===== src/rtl/core/ias_pkg.sv =====
// Shared types, register indexes and reset values for the intrusion alarm sequencer.
package ias_pkg;

    // Phase codes as they appear on the result word.
    typedef enum logic [2:0] {
        PH_STARTUP  = 3'd0,
        PH_ARMED    = 3'd1,
        PH_PREALERT = 3'd2,
        PH_SIREN    = 3'd3,
        PH_DONE     = 3'd4,
        PH_WAIT     = 3'd5
    } phase_t;

    // Configuration register indexes.
    localparam logic [2:0] CFG_STARTUP  = 3'd0;
    localparam logic [2:0] CFG_PREALERT = 3'd1;
    localparam logic [2:0] CFG_SIREN    = 3'd2;
    localparam logic [2:0] CFG_REARM    = 3'd3;
    localparam logic [2:0] CFG_LIMIT    = 3'd4;

    // Register values after reset.
    localparam logic [7:0] RESET_STARTUP  = 8'd30;
    localparam logic [7:0] RESET_PREALERT = 8'd30;
    localparam logic [7:0] RESET_SIREN    = 8'd30;
    localparam logic [7:0] RESET_REARM    = 8'd60;
    localparam logic [2:0] RESET_LIMIT    = 3'd5;

    // Sequencer state carried from one event to the next.
    typedef struct packed {
        phase_t     phase;
        logic [7:0] tick_count;
        logic       siren;
        logic       led;
        logic [2:0] alerts_done;
    } ias_state_t;

    // Programmed phase lengths and alert limit.
    typedef struct packed {
        logic [7:0] startup_ticks;
        logic [7:0] prealert_ticks;
        logic [7:0] siren_ticks;
        logic [7:0] rearm_ticks;
        logic [2:0] alert_limit;
    } ias_cfg_t;

endpackage


===== src/rtl/core/ias_step.sv =====
// Next-state logic of the alarm phase machine for one tick or trigger event.
module ias_step (
    input  ias_pkg::ias_state_t cur_i,
    input  ias_pkg::ias_cfg_t   cfg_i,
    input  logic                mode_i,
    input  logic                repeat_i,
    output ias_pkg::ias_state_t nxt_o
);
    import ias_pkg::*;

    logic [7:0] cnt_inc;

    // Tick counter after this event, wrapping from 255 to 0.
    assign cnt_inc = cur_i.tick_count + 8'd1;

    // A trigger only matters while armed; a tick advances the startup, pre-alert, siren and wait phases.
    always_comb begin
        nxt_o = cur_i;
        if (mode_i) begin
            if (cur_i.phase == PH_ARMED) begin
                nxt_o.phase = PH_PREALERT;
            end
        end else begin
            case (cur_i.phase)
                PH_STARTUP: begin
                    nxt_o.tick_count = cnt_inc;
                    if (cnt_inc == cfg_i.startup_ticks) begin
                        nxt_o.siren      = 1'b0;
                        nxt_o.tick_count = 8'd0;
                        nxt_o.phase      = PH_ARMED;
                    end else begin
                        nxt_o.siren = ~cur_i.siren;
                    end
                end
                PH_PREALERT: begin
                    nxt_o.led        = 1'b1;
                    nxt_o.tick_count = cnt_inc;
                    if (cnt_inc == cfg_i.prealert_ticks) begin
                        nxt_o.siren      = 1'b1;
                        nxt_o.tick_count = 8'd0;
                        nxt_o.phase      = PH_SIREN;
                    end else begin
                        nxt_o.siren = ~cur_i.siren;
                    end
                end
                PH_SIREN: begin
                    nxt_o.tick_count = cnt_inc;
                    if (cnt_inc == cfg_i.siren_ticks) begin
                        // Repeat only while the alert count is below its limit.
                        if (repeat_i && (cur_i.alerts_done < cfg_i.alert_limit)) begin
                            nxt_o.alerts_done = cur_i.alerts_done + 3'd1;
                            nxt_o.phase       = PH_WAIT;
                        end else begin
                            nxt_o.phase = PH_DONE;
                        end
                        nxt_o.siren      = 1'b0;
                        nxt_o.tick_count = 8'd0;
                    end
                end
                PH_WAIT: begin
                    nxt_o.tick_count = cnt_inc;
                    if (cnt_inc == cfg_i.rearm_ticks) begin
                        nxt_o.siren      = 1'b0;
                        nxt_o.tick_count = 8'd0;
                        nxt_o.phase      = PH_ARMED;
                    end
                end
                default: begin
                    nxt_o = cur_i;
                end
            endcase
        end
    end

endmodule


===== src/rtl/core/intrusion_alarm_sequencer.sv =====
// Top level of the intrusion alarm sequencer: event channel, result channel and registers.
//
// Usage: each word on the s_ channel is one event. s_tuser selects its kind
// (0 timer tick, 1 trigger) and s_tdata[0] carries the repeat jumper level.
// Every event yields exactly one result word on the m_ channel with the siren
// level, the indicator level and the phase after that event.
// Each accepted event is held in the input register; its phase update is then
// stored in the result register, from which the result word is offered.
// Throughput: one event per cycle while the receiver keeps taking results; the
// phase machine state is a single register updated by one increment, compare
// and select per event.
// While the receiver stalls, the held result stays on m_tdata and one more
// event is taken into the input register; s_tready then drops until the
// result word is taken.
// Registers are written on the cfg_ port, which is always ready; write them
// only while no event is in flight.
// Reset (aresetn low, synchronous) empties both registers stages, loads the
// register defaults and puts the machine in the startup phase, siren and
// indicator off, alert count zero.
module intrusion_alarm_sequencer (
    input  logic       aclk,
    input  logic       aresetn,
    // Event channel.
    input  logic       s_tvalid,
    output logic       s_tready,
    input  logic [7:0] s_tdata,   // [0] repeat_enable, [7:1] zero
    input  logic       s_tuser,   // [0] mode
    // Result channel.
    output logic       m_tvalid,
    input  logic       m_tready,
    output logic [7:0] m_tdata,   // [0] siren, [1] indicator, [4:2] phase, [7:5] zero
    // Register write channel.
    input  logic       cfg_valid,
    output logic       cfg_ready,
    input  logic [2:0] cfg_index,
    input  logic [7:0] cfg_data
);
    import ias_pkg::*;

    logic       in_valid_reg;
    logic       in_mode_reg;
    logic       in_repeat_reg;
    logic       out_valid_reg;
    logic       out_valid_next;
    logic [7:0] out_data_reg;
    ias_state_t state_reg;
    ias_state_t state_next;
    ias_cfg_t   cfg_reg;
    logic       advance;
    logic       fire;

    // Handshake: the input stage moves on when the result register is free.
    assign advance   = !out_valid_reg || m_tready;
    assign fire      = in_valid_reg && advance;
    assign s_tready  = !in_valid_reg || advance;
    assign cfg_ready = 1'b1;
    assign m_tvalid  = out_valid_reg;
    assign m_tdata   = out_data_reg;

    // Input register.
    always_ff @(posedge aclk) begin
        if (!aresetn) begin
            in_valid_reg <= 1'b0;
        end else if (s_tready) begin
            in_valid_reg <= s_tvalid;
        end
        if (s_tready && s_tvalid) begin
            in_mode_reg   <= s_tuser;
            in_repeat_reg <= s_tdata[0];
        end
    end

    // Phase update for the event in the input register.
    ias_step u_step (
        .cur_i    (state_reg),
        .cfg_i    (cfg_reg),
        .mode_i   (in_mode_reg),
        .repeat_i (in_repeat_reg),
        .nxt_o    (state_next)
    );

    // Result valid stays up while stalled, or is refilled as it is taken.
    always_comb begin
        if (fire) begin
            out_valid_next = 1'b1;
        end else if (m_tready) begin
            out_valid_next = 1'b0;
        end else begin
            out_valid_next = out_valid_reg;
        end
    end

    // Machine state and result register.
    always_ff @(posedge aclk) begin
        if (!aresetn) begin
            state_reg.phase       <= PH_STARTUP;
            state_reg.tick_count  <= 8'd0;
            state_reg.siren       <= 1'b0;
            state_reg.led         <= 1'b0;
            state_reg.alerts_done <= 3'd0;
            out_valid_reg         <= 1'b0;
        end else begin
            out_valid_reg <= out_valid_next;
            if (fire) begin
                state_reg <= state_next;
            end
        end
        if (fire) begin
            out_data_reg <= {3'b000, state_next.phase, state_next.led, state_next.siren};
        end
    end

    // Configuration registers; indexes beyond the list are ignored.
    always_ff @(posedge aclk) begin
        if (!aresetn) begin
            cfg_reg.startup_ticks  <= RESET_STARTUP;
            cfg_reg.prealert_ticks <= RESET_PREALERT;
            cfg_reg.siren_ticks    <= RESET_SIREN;
            cfg_reg.rearm_ticks    <= RESET_REARM;
            cfg_reg.alert_limit    <= RESET_LIMIT;
        end else if (cfg_valid) begin
            case (cfg_index)
                CFG_STARTUP:  cfg_reg.startup_ticks  <= cfg_data;
                CFG_PREALERT: cfg_reg.prealert_ticks <= cfg_data;
                CFG_SIREN:    cfg_reg.siren_ticks    <= cfg_data;
                CFG_REARM:    cfg_reg.rearm_ticks    <= cfg_data;
                CFG_LIMIT:    cfg_reg.alert_limit    <= cfg_data[2:0];
                default: begin
                end
            endcase
        end
    end

    // The indicator never clears once lit.
    a_led_sticky: assert property (@(posedge aclk) disable iff (!aresetn)
        state_reg.led |=> state_reg.led)
        else $error("indicator cleared after being set");

    // Armed and done phases always report a silent siren.
    a_quiet_phases: assert property (@(posedge aclk) disable iff (!aresetn)
        m_tvalid && ((m_tdata[4:2] == PH_ARMED) || (m_tdata[4:2] == PH_DONE))
        |-> !m_tdata[0])
        else $error("siren on in armed or done phase");

    // The steady siren phase is only reached through the pre-alert, which lights the LED.
    a_siren_lit: assert property (@(posedge aclk) disable iff (!aresetn)
        m_tvalid && (m_tdata[4:2] == PH_SIREN) |-> m_tdata[1])
        else $error("siren phase without indicator");

endmodule


===== config.mk =====
export PLATFORM = sky130hd
export DESIGN_NAME = intrusion_alarm_sequencer
export DESIGN_NICKNAME = d
export VERILOG_FILES = /design/src/rtl/core/ias_pkg.sv /design/src/rtl/core/ias_step.sv /design/src/rtl/core/intrusion_alarm_sequencer.sv
export SDC_FILE = /design/constraint.sdc
export NUM_CORES = 1
export LEC_CHECK = 0
export ABC_AREA = 1
export BUFFER_PORTS_ARGS = -buffer_cell sky130_fd_sc_hd__buf_2
export CAP_MARGIN = 0
export CORE_ASPECT_RATIO = 0.8
export CORE_MARGIN = 2
export CORE_UTILIZATION = 45
export DETAILED_ROUTE_END_ITERATION = 10
export GPL_ROUTABILITY_DRIVEN = 0
export SYNTH_ARGS = -nofsm -noshare
export SYNTH_HDL_FRONTEND = slang
export SYNTH_HIERARCHICAL = 1
export SYNTH_SLANG_ARGS = --single-unit

===== constraint.sdc =====
create_clock -name aclk -period 2.6 [get_ports aclk]
set_input_delay 0.52 -clock aclk [delete_from_list [all_inputs] [get_ports aclk]]
set_output_delay 0.52 -clock aclk [all_outputs]
set_load 0.05 [all_outputs]

==> flow_metrics.py, run 1 <==
metrics = {
    "sta": {
        "slew_headroom_pct": 57.3,
        "rsz0062_at_grt": "false",
        "period_share_pct": 90.7,
        "setup_slack_ns": 0.242,
        "finalCriticalPeriod_ns": 2.36,
        "setup_tns_ns": 0,
        "slew_violations": 0,
        "setup-violations-final": 0,
        "clock_skew_ns": 0.00762,
        "whs_ns": 0.344,
        "max_freq_ghz": 0.424,
        "tightest_slew_ns": 0.639,
        "final-hold-violation-count": 0,
    },
    "placement": {
        "portBuffers": 24,
        "dp_worst_setup_slack_ns": 0.241,
        "dp.final_hpwl_um": 6620,
    },
    "yosys": {
        "synth_top_cell_area_share_pct": 28.2,
        "yosys-top-cells-area": "dfxtp_1 28%, nand2_1 16%, nand3_1 9.8%",
        "ys_types": 36,
        "post-synth-top-count-cell": "nand2_1",
        "avgSynthCellArea_um2": 6.65,
        "yosys_register_bits": 60,
        "async_flop_share_pct": 0,
        "synthCells": 566,
        "synth_common_cells": "157 x nand2_1, 92 x nor2_1, 74 x nand3_1",
        "yosys_warnings": 6,
        "synth_seq_area_share_pct": 33.8,
        "synth-edff-count": 7,
        "ys.flop_type": "dfxtp_1",
        "synth_top_area_cell": "dfxtp_1",
        "syn_area_um2": 3760,
    },
    "power": {
        "power_density_nw_per_um2": 584,
        "p_leak_nw": 2.02,
        "power_mw": 2.46,
        "vdd_drop_max_mv": 0.273,
    },
    "clocking": {
        "clock_sinks": 60,
        "clk_latency_ns": 0.35,
        "cts_max_path_buffers": 2,
        "cts_tree": "done",
        "cts_root_buffer": "clkbuf_8",
        "cts_buffers": 9,
        "post_cts_buffers": 0,
        "clkTransAtPathRegs_ns": 0.07,
        "cts_max_level": 3,
    },
    "worst_setup_path": {
        "crit_fanout": 8,
        "crit_type": "reg -> reg",
        "path_cells": "ha_2 -> nand2_2 -> nor2_2 -> nand2_1 -> nand2_2 -> nand2_2 -> nand2_1 -> nand2_1 -> nor2_1 -> nand3_1 -> nand2_1 -> nand2_4 -> nor2_8 -> o21ai_2 -> nand3b_1 -> nand2_1 -> nor2_1",
        "start_kind": "flop",
        "crit_slowest_cell": "dfxtp_1",
        "critPathRequiredTime_ns": 2.85,
        "crit_top_cell": "nand2_1",
        "critPathTopFamily": "simple AND/OR/NAND/NOR gates",
        "critPathBufInv": 0,
        "crit_arrival_ns": 2.61,
        "crit_path_end_kind": "flop",
        "max_stage_delay_ns": 0.34,
    },
    "cells_and_area": {
        "largest_reg_flops": 35,
        "drive_gt1_share_pct": 16.6,
        "areaGrowthSynthToFinish_pct": 12.0,
        "antenna_cells": 0,
        "nets": 619,
    },
    "drt": {
        "antenna_left": 0,
        "drt-total-wl_um": 8900,
        "wl_per_cell_um": 12.7,
        "vias": 3499,
        "drtIter0Drc": 186,
        "vias_per_cell": 4.98,
        "drc_errors": 0,
        "drt_pass1_iterations": 7,
    },
    "global_route": {
        "grt_pass1_vias": 3148,
        "grtUsageTotal_pct": 21.1,
        "grt_pass1_wl_um": 15200,
        "antenna_found_initial": 0,
        "overflow": 0,
        "grt_max_degree": 53,
    },
    "run_status": {
        "outcome": "complete, no violations",
    },
    "floorplanning": {
        "dieWidth_um": 106,
        "die_height_um": 85.8,
        "row_count": 29,
        "ios": 36,
        "core_area_um2": 8020,
        "start_util_pct": 46.9,
        "die_area_um2": 9110,
    },
    "hold_path": {
        "min_path_type": "in -> reg",
    },
    "flow_run": {
        "drv_cap": 0,
    },
}
==> layout make-up <==
cell class	count	area, um^2
flip-flops and latches	60	1270
clock buffers	12	188
well taps	108	135
multi-input cells	429	2160
clock inverters	4	51.3
inverters	60	228
repair buffers	30	178
fillers	812	3800
==> power by group <==
| group | switching (mW) | leakage (nW) | internal, mW |
|---|---|---|---|
| clock | 0.406 | 0.119 | 0.585 |
| sequential | 0.0440 | 0.501 | 0.986 |
| combinational | 0.287 | 1.40 | 0.154 |
| total | 0.736 | 2.02 | 1.72 |
==> metrics by stage <==
| stage | util, % | std cells | area [um^2] |
|---|---|---|---|
| 3_3_place_gp | 49.6 | 687 | 3970 |
| 4_1_cts | 52.5 | 703 | 4210 |
| 6_report | 52.6 | 703 | 4220 |
| 5_1_grt | 52.6 | 703 | 4220 |
| 2_1_floorplan | - | 568 | 3770 |
| 3_5_place_dp | 49.6 | 687 | 3970 |
==> final timing paths <==
kind	start	endpoint	cells past startpoint	slack, ns
worst max-delay path	state_reg[5]$_SDFFE_PN0P_	state_reg[7]$_SDFFE_PN0P_	17	0.24
worst min register to register	cfg_reg[2]$_SDFFE_PN1P_	cfg_reg[2]$_SDFFE_PN1P_	2	0.46
worst min-delay path	s_tuser	in_mode_reg$_DFFE_PP_	1	0.34
worst max register to register	state_reg[5]$_SDFFE_PN0P_	state_reg[7]$_SDFFE_PN0P_	17	0.24
==> logic make-up after synthesis <==
family	Yosys count	share of synthesized area, %
XOR/XNOR	11	2.56
adder cells (fa/ha/maj)	4	1.33
flip-flops	60	33.8
AO/OA/AOI/OAI	25	4.76
other	2	0.200
buffers and inverters	79	8.95
AND/OR/NAND/NOR	385	48.4
==> routing by layer <==
layer	vias to the layer above	part of all wire, %	GRT usage, %	wire, um
li1	1822	-	-	-
met1	1606	51	29.7	4570
met2	65	44	32.3	3900
met3	6	4.1	5.78	366
met4	0	0.75	5.26	67
met5	-	0	0	0
==> repair_timing <==
item | 4_1_cts | 5_1_grt
endpoints found under the setup margin | 0 | 2
hold buffers | 0 | 0
resized for setup | 0 | 1
==> cell usage in the layout (no fill, tap or decap), types with 4 or more instances in the layout <==
cell	n
nand2_1	157
nor2_1	92
nand3_1	74
inv_1	56
dfxtp_1	53
buf_2	24
nand3b_1	22
nand2_2	16
clkbuf_8	10
o21ai_2	9
nor2_4	7
a21oi_1	7
edfxtp_1	7
nand3_2	6
xnor2_1	6
nor2_2	5
buf_4	5
xor2_1	5
conb_1	4
Note: power is estimated with default switching activity, not from simulation.
==> run 2, diff against run 1 <==
SYNTH_HIERARCHICAL = unset   (was 1)
clock period = 2.2 ns   (was 2.6 ns; I/O delays follow)
==> run 2 against run 1 <==
Effect of this change: wire length is 13% lower; clock power down 15%; sequential cell count unchanged; via count shrank 14%; critical path depth down 1; combinational power shrank 37%; sequential power is 14% higher; critical endpoint is now state_reg[10]$_SDFFE_PN0P_; largest cell class unchanged.
==> flow_metrics.py, run 2 <==
metrics = {
    "clocking": {
        "clock_sinks": 60,
        "cts_max_level": 3,
        "cts_tree": "done",
        "cts_buffers": 9,
        "clkTransAtPathRegs_ns": 0.07,
        "cts_root_buffer": "clkbuf_8",
        "cts_max_path_buffers": 2,
        "clk_latency_ns": 0.34,
    },
    "yosys": {
        "synth_seq_area_share_pct": 39.0,
        "synth-edff-count": 7,
        "syn_area_um2": 3260,
        "ys.flop_type": "dfxtp_1",
        "synth_top_cell_area_share_pct": 32.6,
        "synth_top_area_cell": "dfxtp_1",
        "yosys-top-cells-area": "dfxtp_1 33%, nand2_1 15%, nand3_1 7.1%",
        "yosys_register_bits": 60,
        "ys_types": 32,
        "post-synth-top-count-cell": "nand2_1",
        "yosys_warnings": 0,
        "synth_common_cells": "129 x nand2_1, 58 x inv_1, 53 x dfxtp_1",
        "avgSynthCellArea_um2": 6.82,
        "async_flop_share_pct": 0,
        "synthCells": 478,
    },
    "global_route": {
        "grt_pass1_vias": 2855,
        "grt_max_degree": 35,
        "grt_pass1_wl_um": 13200,
        "antenna_found_initial": 0,
        "grtUsageTotal_pct": 21.2,
        "overflow": 0,
    },
    "sta": {
        "setup_tns_ns": 0,
        "tightest_slew_ns": 0.650,
        "final-hold-violation-count": 0,
        "whs_ns": 0.270,
        "max_freq_ghz": 0.493,
        "slew_headroom_pct": 56.4,
        "clock_skew_ns": 0.0121,
        "period_share_pct": 92.2,
        "finalCriticalPeriod_ns": 2.03,
        "setup-violations-final": 0,
        "slew_violations": 0,
        "setup_slack_ns": 0.171,
    },
    "cells_and_area": {
        "drive_gt1_share_pct": 18.3,
        "largest_reg_flops": 35,
        "design_area_um2": 3760,
        "nets": 544,
        "multi_input_area_um2": 1760,
        "num-fill-cells": 711,
        "utilization_pct": 54.1,
        "antenna_cells": 0,
        "areaGrowthSynthToFinish_pct": 15.6,
        "stdcell_count": 606,
        "seqCellArea_um2": 1280,
        "final_cell_mix": "124 x nand2_1, 58 x inv_1, 49 x dfxtp_1, 44 x nand3_1, 42 x nor2_1",
        "layout_commonest_cell": "nand2_1",
    },
    "power": {
        "vdd_drop_max_mv": 0.302,
        "power_mw": 2.30,
        "power_density_nw_per_um2": 610,
        "p_leak_nw": 1.80,
    },
    "placement": {
        "dpl-instance-area_um2": 3490,
        "dp.final_hpwl_um": 5930,
        "dp_worst_setup_slack_ns": 0.0842,
        "portBuffers": 24,
        "dp_cells": 587,
    },
    "drt": {
        "antenna_left": 0,
        "drt-total-wl_um": 7780,
        "wl_per_cell_um": 12.8,
        "vias_per_cell": 4.98,
        "drt_pass1_iterations": 4,
        "drc_errors": 0,
        "vias": 3019,
        "drtIter0Drc": 126,
    },
    "worst_setup_path": {
        "max_stage_delay_ns": 0.35,
        "crit_slowest_cell": "dfxtp_2",
        "reg2reg_depth": 16,
        "critPathBufInv": 2,
        "path_cells": "buf_4 -> nand2_2 -> nor2_8 -> nand2_4 -> nand2_4 -> nand2_2 -> nand2_1 -> nand2_2 -> nor2_2 -> nand3_2 -> nand2_2 -> nand2_1 -> inv_2 -> nand2_4 -> nand3_1 -> a21oi_1",
        "start_kind": "flop",
        "crit_arrival_ns": 2.23,
        "crit_cells": 16,
        "critPathTopFamily": "simple AND/OR/NAND/NOR gates",
        "crit_top_cell": "nand2_2",
        "crit_fanout": 8,
        "crit_type": "reg -> reg",
        "crit_path_end_kind": "flop",
        "critPathRequiredTime_ns": 2.40,
    },
    "floorplanning": {
        "ios": 36,
        "core_area_um2": 6960,
        "row_count": 27,
        "start_util_pct": 46.8,
        "die_height_um": 80.1,
        "dieWidth_um": 99.1,
        "die_area_um2": 7940,
    },
    "flow_run": {
        "drv_cap": 0,
    },
    "hold_path": {
        "min_path_type": "in -> reg",
        "hold_path_depth": 1,
    },
    "run_status": {
        "outcome": "complete, no violations",
    },
}
==> run 2: what timing repair did <==
action | CTS | global route
setup endpoints to repair | 0 | 18
setup buffers | 0 | 4
hold buffers | 0 | 0
gates resized for setup | 0 | 25
==> run 2: area by class of cell <==
| class | count | share of cell area [%] |
|---|---|---|
| clock buffer | 12 | 3.86 |
| inverter | 68 | 6.78 |
| timing repair buffer | 35 | 5.48 |
| tap | 87 | 2.89 |
| multi-input combinational | 341 | 46.7 |
| sequential | 60 | 33.9 |
| clock inverter | 3 | 0.399 |
==> run 2: final timing paths <==
path	slack, ns	startpoint	to
worst max-delay path	0.17	state_reg[6]$_SDFFE_PN0P_	state_reg[10]$_SDFFE_PN0P_
worst min-delay path	0.27	s_tuser	in_mode_reg$_DFFE_PP_
worst max register to register	0.17	state_reg[6]$_SDFFE_PN0P_	state_reg[10]$_SDFFE_PN0P_
worst min register to register	0.47	cfg_reg[1]$_SDFFE_PN0P_	cfg_reg[1]$_SDFFE_PN0P_
==> run 2: routing by layer <==
| metal | routed length [um] | vias up | global-route usage [%] |
|---|---|---|---|
| li1 | - | 1584 | - |
| met1 | 3760 | 1367 | 28.3 |
| met2 | 3480 | 56 | 33.9 |
| met3 | 409 | 12 | 4.18 |
| met4 | 127 | 0 | 8.36 |
| met5 | 0 | - | 0 |
==> run 2: power breakdown <==
group	switching, mW	leakage [nW]	internal (mW)
clock	0.417	0.0860	0.428
combinational	0.189	1.21	0.0884
sequential	0.0243	0.501	1.15
total	0.631	1.80	1.66
==> run 2: worst register-to-register path: stages, from the launching register on <==
cell and delay, ns:
dfxtp_2 0.35, buf_4 0.13, nand2_2 0.08, nor2_8 0.20
nand2_4 0.08, nand2_4 0.08, nand2_2 0.08, nand2_1 0.08
nand2_2 0.06, nor2_2 0.15, nand3_2 0.11, nand2_2 0.10
nand2_1 0.09, inv_2 0.08, nand2_4 0.07, nand3_1 0.08
a21oi_1 0.07
==> run 2: cells by family after synthesis <==
kind of cell	count (synthesis)	synth area share, %
AOI/OAI and AO/OA	67	11.3
xor gates and xnor gates	11	2.96
adders and majority gates	4	1.54
buffers and inverters	79	9.64
DFF	60	39.0
other	2	0.231
and+or+nand+nor	255	35.4
==> run 3, diff against run 2 <==
PLACE_DENSITY = 0.66   (was unset)
clock period = 1.76 ns   (was 2.2 ns; I/O delays follow)
==> run 3 against run 2 <==
Effect of this change: the run now ends with setup timing left; sequential power up 25%; power up 41%; register-to-register slack worse by 0.38 ns; critical path depth down 5; setup slack worse by 0.38 ns; largest cell class unchanged.
==> flow_metrics.py, run 3 (synthesized netlist as in run 2, its figures left out) <==
metrics = {
    "cells_and_area": {
        "areaGrowthSynthToFinish_pct": 26.5,
        "seqCellArea_um2": 1280,
        "layout_commonest_cell": "nand2_1",
        "drive_gt1_share_pct": 27.5,
        "antenna_cells": 0,
        "nets": 566,
        "multi_input_area_um2": 1850,
        "largest_reg_flops": 35,
        "stdcell_count": 629,
        "num-fill-cells": 640,
        "final_cell_mix": "116 x nand2_1, 56 x inv_1, 48 x dfxtp_1, 40 x nand3_1, 39 x nor2_1",
    },
    "placement": {
        "dp_worst_setup_slack_ns": -0.263,
        "dp.final_hpwl_um": 5970,
        "dp_cells": 608,
        "portBuffers": 24,
    },
    "hold_path": {
        "holdPathEnd": "in_repeat_reg$_DFFE_PP_",
        "hold_path_depth": 1,
        "hold_start": "s_tdata[0]",
        "min_path_type": "in -> reg",
    },
    "global_route": {
        "grt_pass1_vias": 2761,
        "grt_pass1_wl_um": 13200,
        "grt_max_degree": 20,
        "antenna_found_initial": 0,
        "grtUsageTotal_pct": 21.2,
        "overflow": 0,
    },
    "sta": {
        "period_share_pct": 112,
        "slew_violations": 0,
        "setup_slack_ns": -0.212,
        "setup-violations-final": 19,
        "rsz0062_at_grt": "true",
        "whs_ns": 0.182,
        "max_freq_ghz": 0.507,
        "finalCriticalPeriod_ns": 1.97,
        "final-hold-violation-count": 0,
        "clock_skew_ns": 0.00700,
    },
    "flow_run": {
        "drv_cap": 0,
    },
    "power": {
        "vdd_drop_max_mv": 0.698,
        "p_leak_nw": 1.99,
        "power_density_nw_per_um2": 784,
    },
    "worst_setup_path": {
        "crit_fanout": 8,
        "r2r-end": "state_reg[11]$_SDFFE_PN0P_",
        "crit_slowest_cell": "dfxtp_4",
        "reg2reg_from": "state_reg[6]$_SDFFE_PN0P_",
        "crit_type": "reg -> reg",
        "crit_arrival_ns": 2.20,
        "crit_path_end_kind": "flop",
        "start_kind": "flop",
        "critPathRequiredTime_ns": 1.99,
        "path_cells": "ha_4 -> xnor2_1 -> o21ai_0 -> nor3_2 -> nand3_1 -> nand2_1 -> nand2_4 -> inv_2 -> nand2_4 -> nand3_1 -> a21oi_1",
        "reg2reg_depth": 11,
        "r2r_slack_ns": -0.21,
        "max_stage_delay_ns": 0.36,
    },
    "clocking": {
        "cts_max_level": 3,
        "cts_buffers": 9,
        "cts_max_path_buffers": 2,
        "clkTransAtPathRegs_ns": 0.07,
        "clock_sinks": 60,
        "cts_tree": "done",
        "cts_root_buffer": "clkbuf_8",
        "clk_latency_ns": 0.34,
    },
    "floorplanning": {
        "row_count": 27,
        "die_area_um2": 7940,
        "dieWidth_um": 99.1,
        "core_area_um2": 6960,
        "ios": 36,
        "die_height_um": 80.1,
        "start_util_pct": 46.8,
    },
    "drt": {
        "vias_per_cell": 4.98,
        "drc_errors": 0,
        "drt_pass1_iterations": 4,
        "drt-total-wl_um": 7950,
        "antenna_left": 0,
        "drtIter0Drc": 195,
        "vias": 3133,
        "wl_per_cell_um": 12.6,
    },
    "run_status": {
        "outcome": "finished with violations",
        "failed_checks": "setup timing",
    },
}
run 3: cell count changes in the layout (fill, tap and decap cells not counted), moves of 3 or more:
cell / change
a21oi_2: +8
nand2_2: +4
buf_4: +20
nor2_1: -3
nand2_4: +4
nor2_2: +3
nand3_2: +5
nand2_1: -8
a21oi_1: -8
nand3_1: -4
run 3: through the flow:
step | power, mW | setup TNS, ns | cell area [um^2] | utilization, %
3_3_place_gp | 1.84 | -2.95 | 3680 | 52.8
6_report | 3.23 | -3.28 | 4120 | 59.2
4_1_cts | 3.25 | -2.52 | 4030 | 57.9
2_1_floorplan | 1.75 | 0 | 3300 | -
3_5_place_dp | 1.85 | -3.84 | 3680 | 52.8
5_1_grt | 3.36 | -5.61 | 4120 | 59.2
run 3: final cells by class:
class	count	share of cell area [%]
clock inverter	6	2.13
inverter	68	6.41
tap	87	2.64
timing repair buffer	57	9.41
sequential	60	31.1
clock buffer	10	3.34
multi-input combinational	341	44.9
run 3: layer usage:
metal	up-vias	wire length (um)	GRT usage, %
met2	67	3540	33.9
met3	7	331	6.09
met1	1415	4020	28.7
met5	-	0	0
li1	1644	-	-
met4	0	61	4.11
run 3: critical path: cells and delay by family, from the launching register on:
| kind | cells | cell delay [ns] |
|---|---|---|
| adder cells (fa/ha/maj) | 1 | 0.33 |
| flip-flops | 1 | 0.36 |
| AO/OA/AOI/OAI | 2 | 0.20 |
| XOR/XNOR | 1 | 0.12 |
| buffers and inverters | 1 | 0.06 |
| AND/OR/NAND/NOR | 6 | 0.79 |
run 3: what timing repair did:
| item | 4_1_cts | 5_1_grt |
|---|---|---|
| pin swaps | 22 | 13 |
| hold buffers | 0 | 0 |
| setup buffers | 3 | 2 |
| resized for setup | 35 | 23 |
| endpoints found under the setup margin | 19 | 19 |
run 3: report_power, final:
group          internal [mW]  switching, mW  total, mW
clock                  0.832          0.557       1.39
sequential              1.43         0.0306       1.46
combinational          0.125          0.253      0.378
total                   2.39          0.840       3.23
run 3: how the worst max path moves through the flow:
stage | startpoint | to | slack, ns
final | state_reg[6]$_SDFFE_PN0P_ | state_reg[11]$_SDFFE_PN0P_ | -0.21
after detailed placement | state_reg[5]$_SDFFE_PN0P_ | state_reg[10]$_SDFFE_PN0P_ | -0.26
after global routing | state_reg[5]$_SDFFE_PN0P_ | state_reg[6]$_SDFFE_PN0P_ | -0.33
after global placement | state_reg[5]$_SDFFE_PN0P_ | state_reg[6]$_SDFFE_PN0P_ | -0.22
after floorplan | state_reg[6]$_SDFFE_PN0P_ | m_tdata[0]$_DFFE_PP_ | 0.02
after CTS | state_reg[6]$_SDFFE_PN0P_ | state_reg[5]$_SDFFE_PN0P_ | -0.17
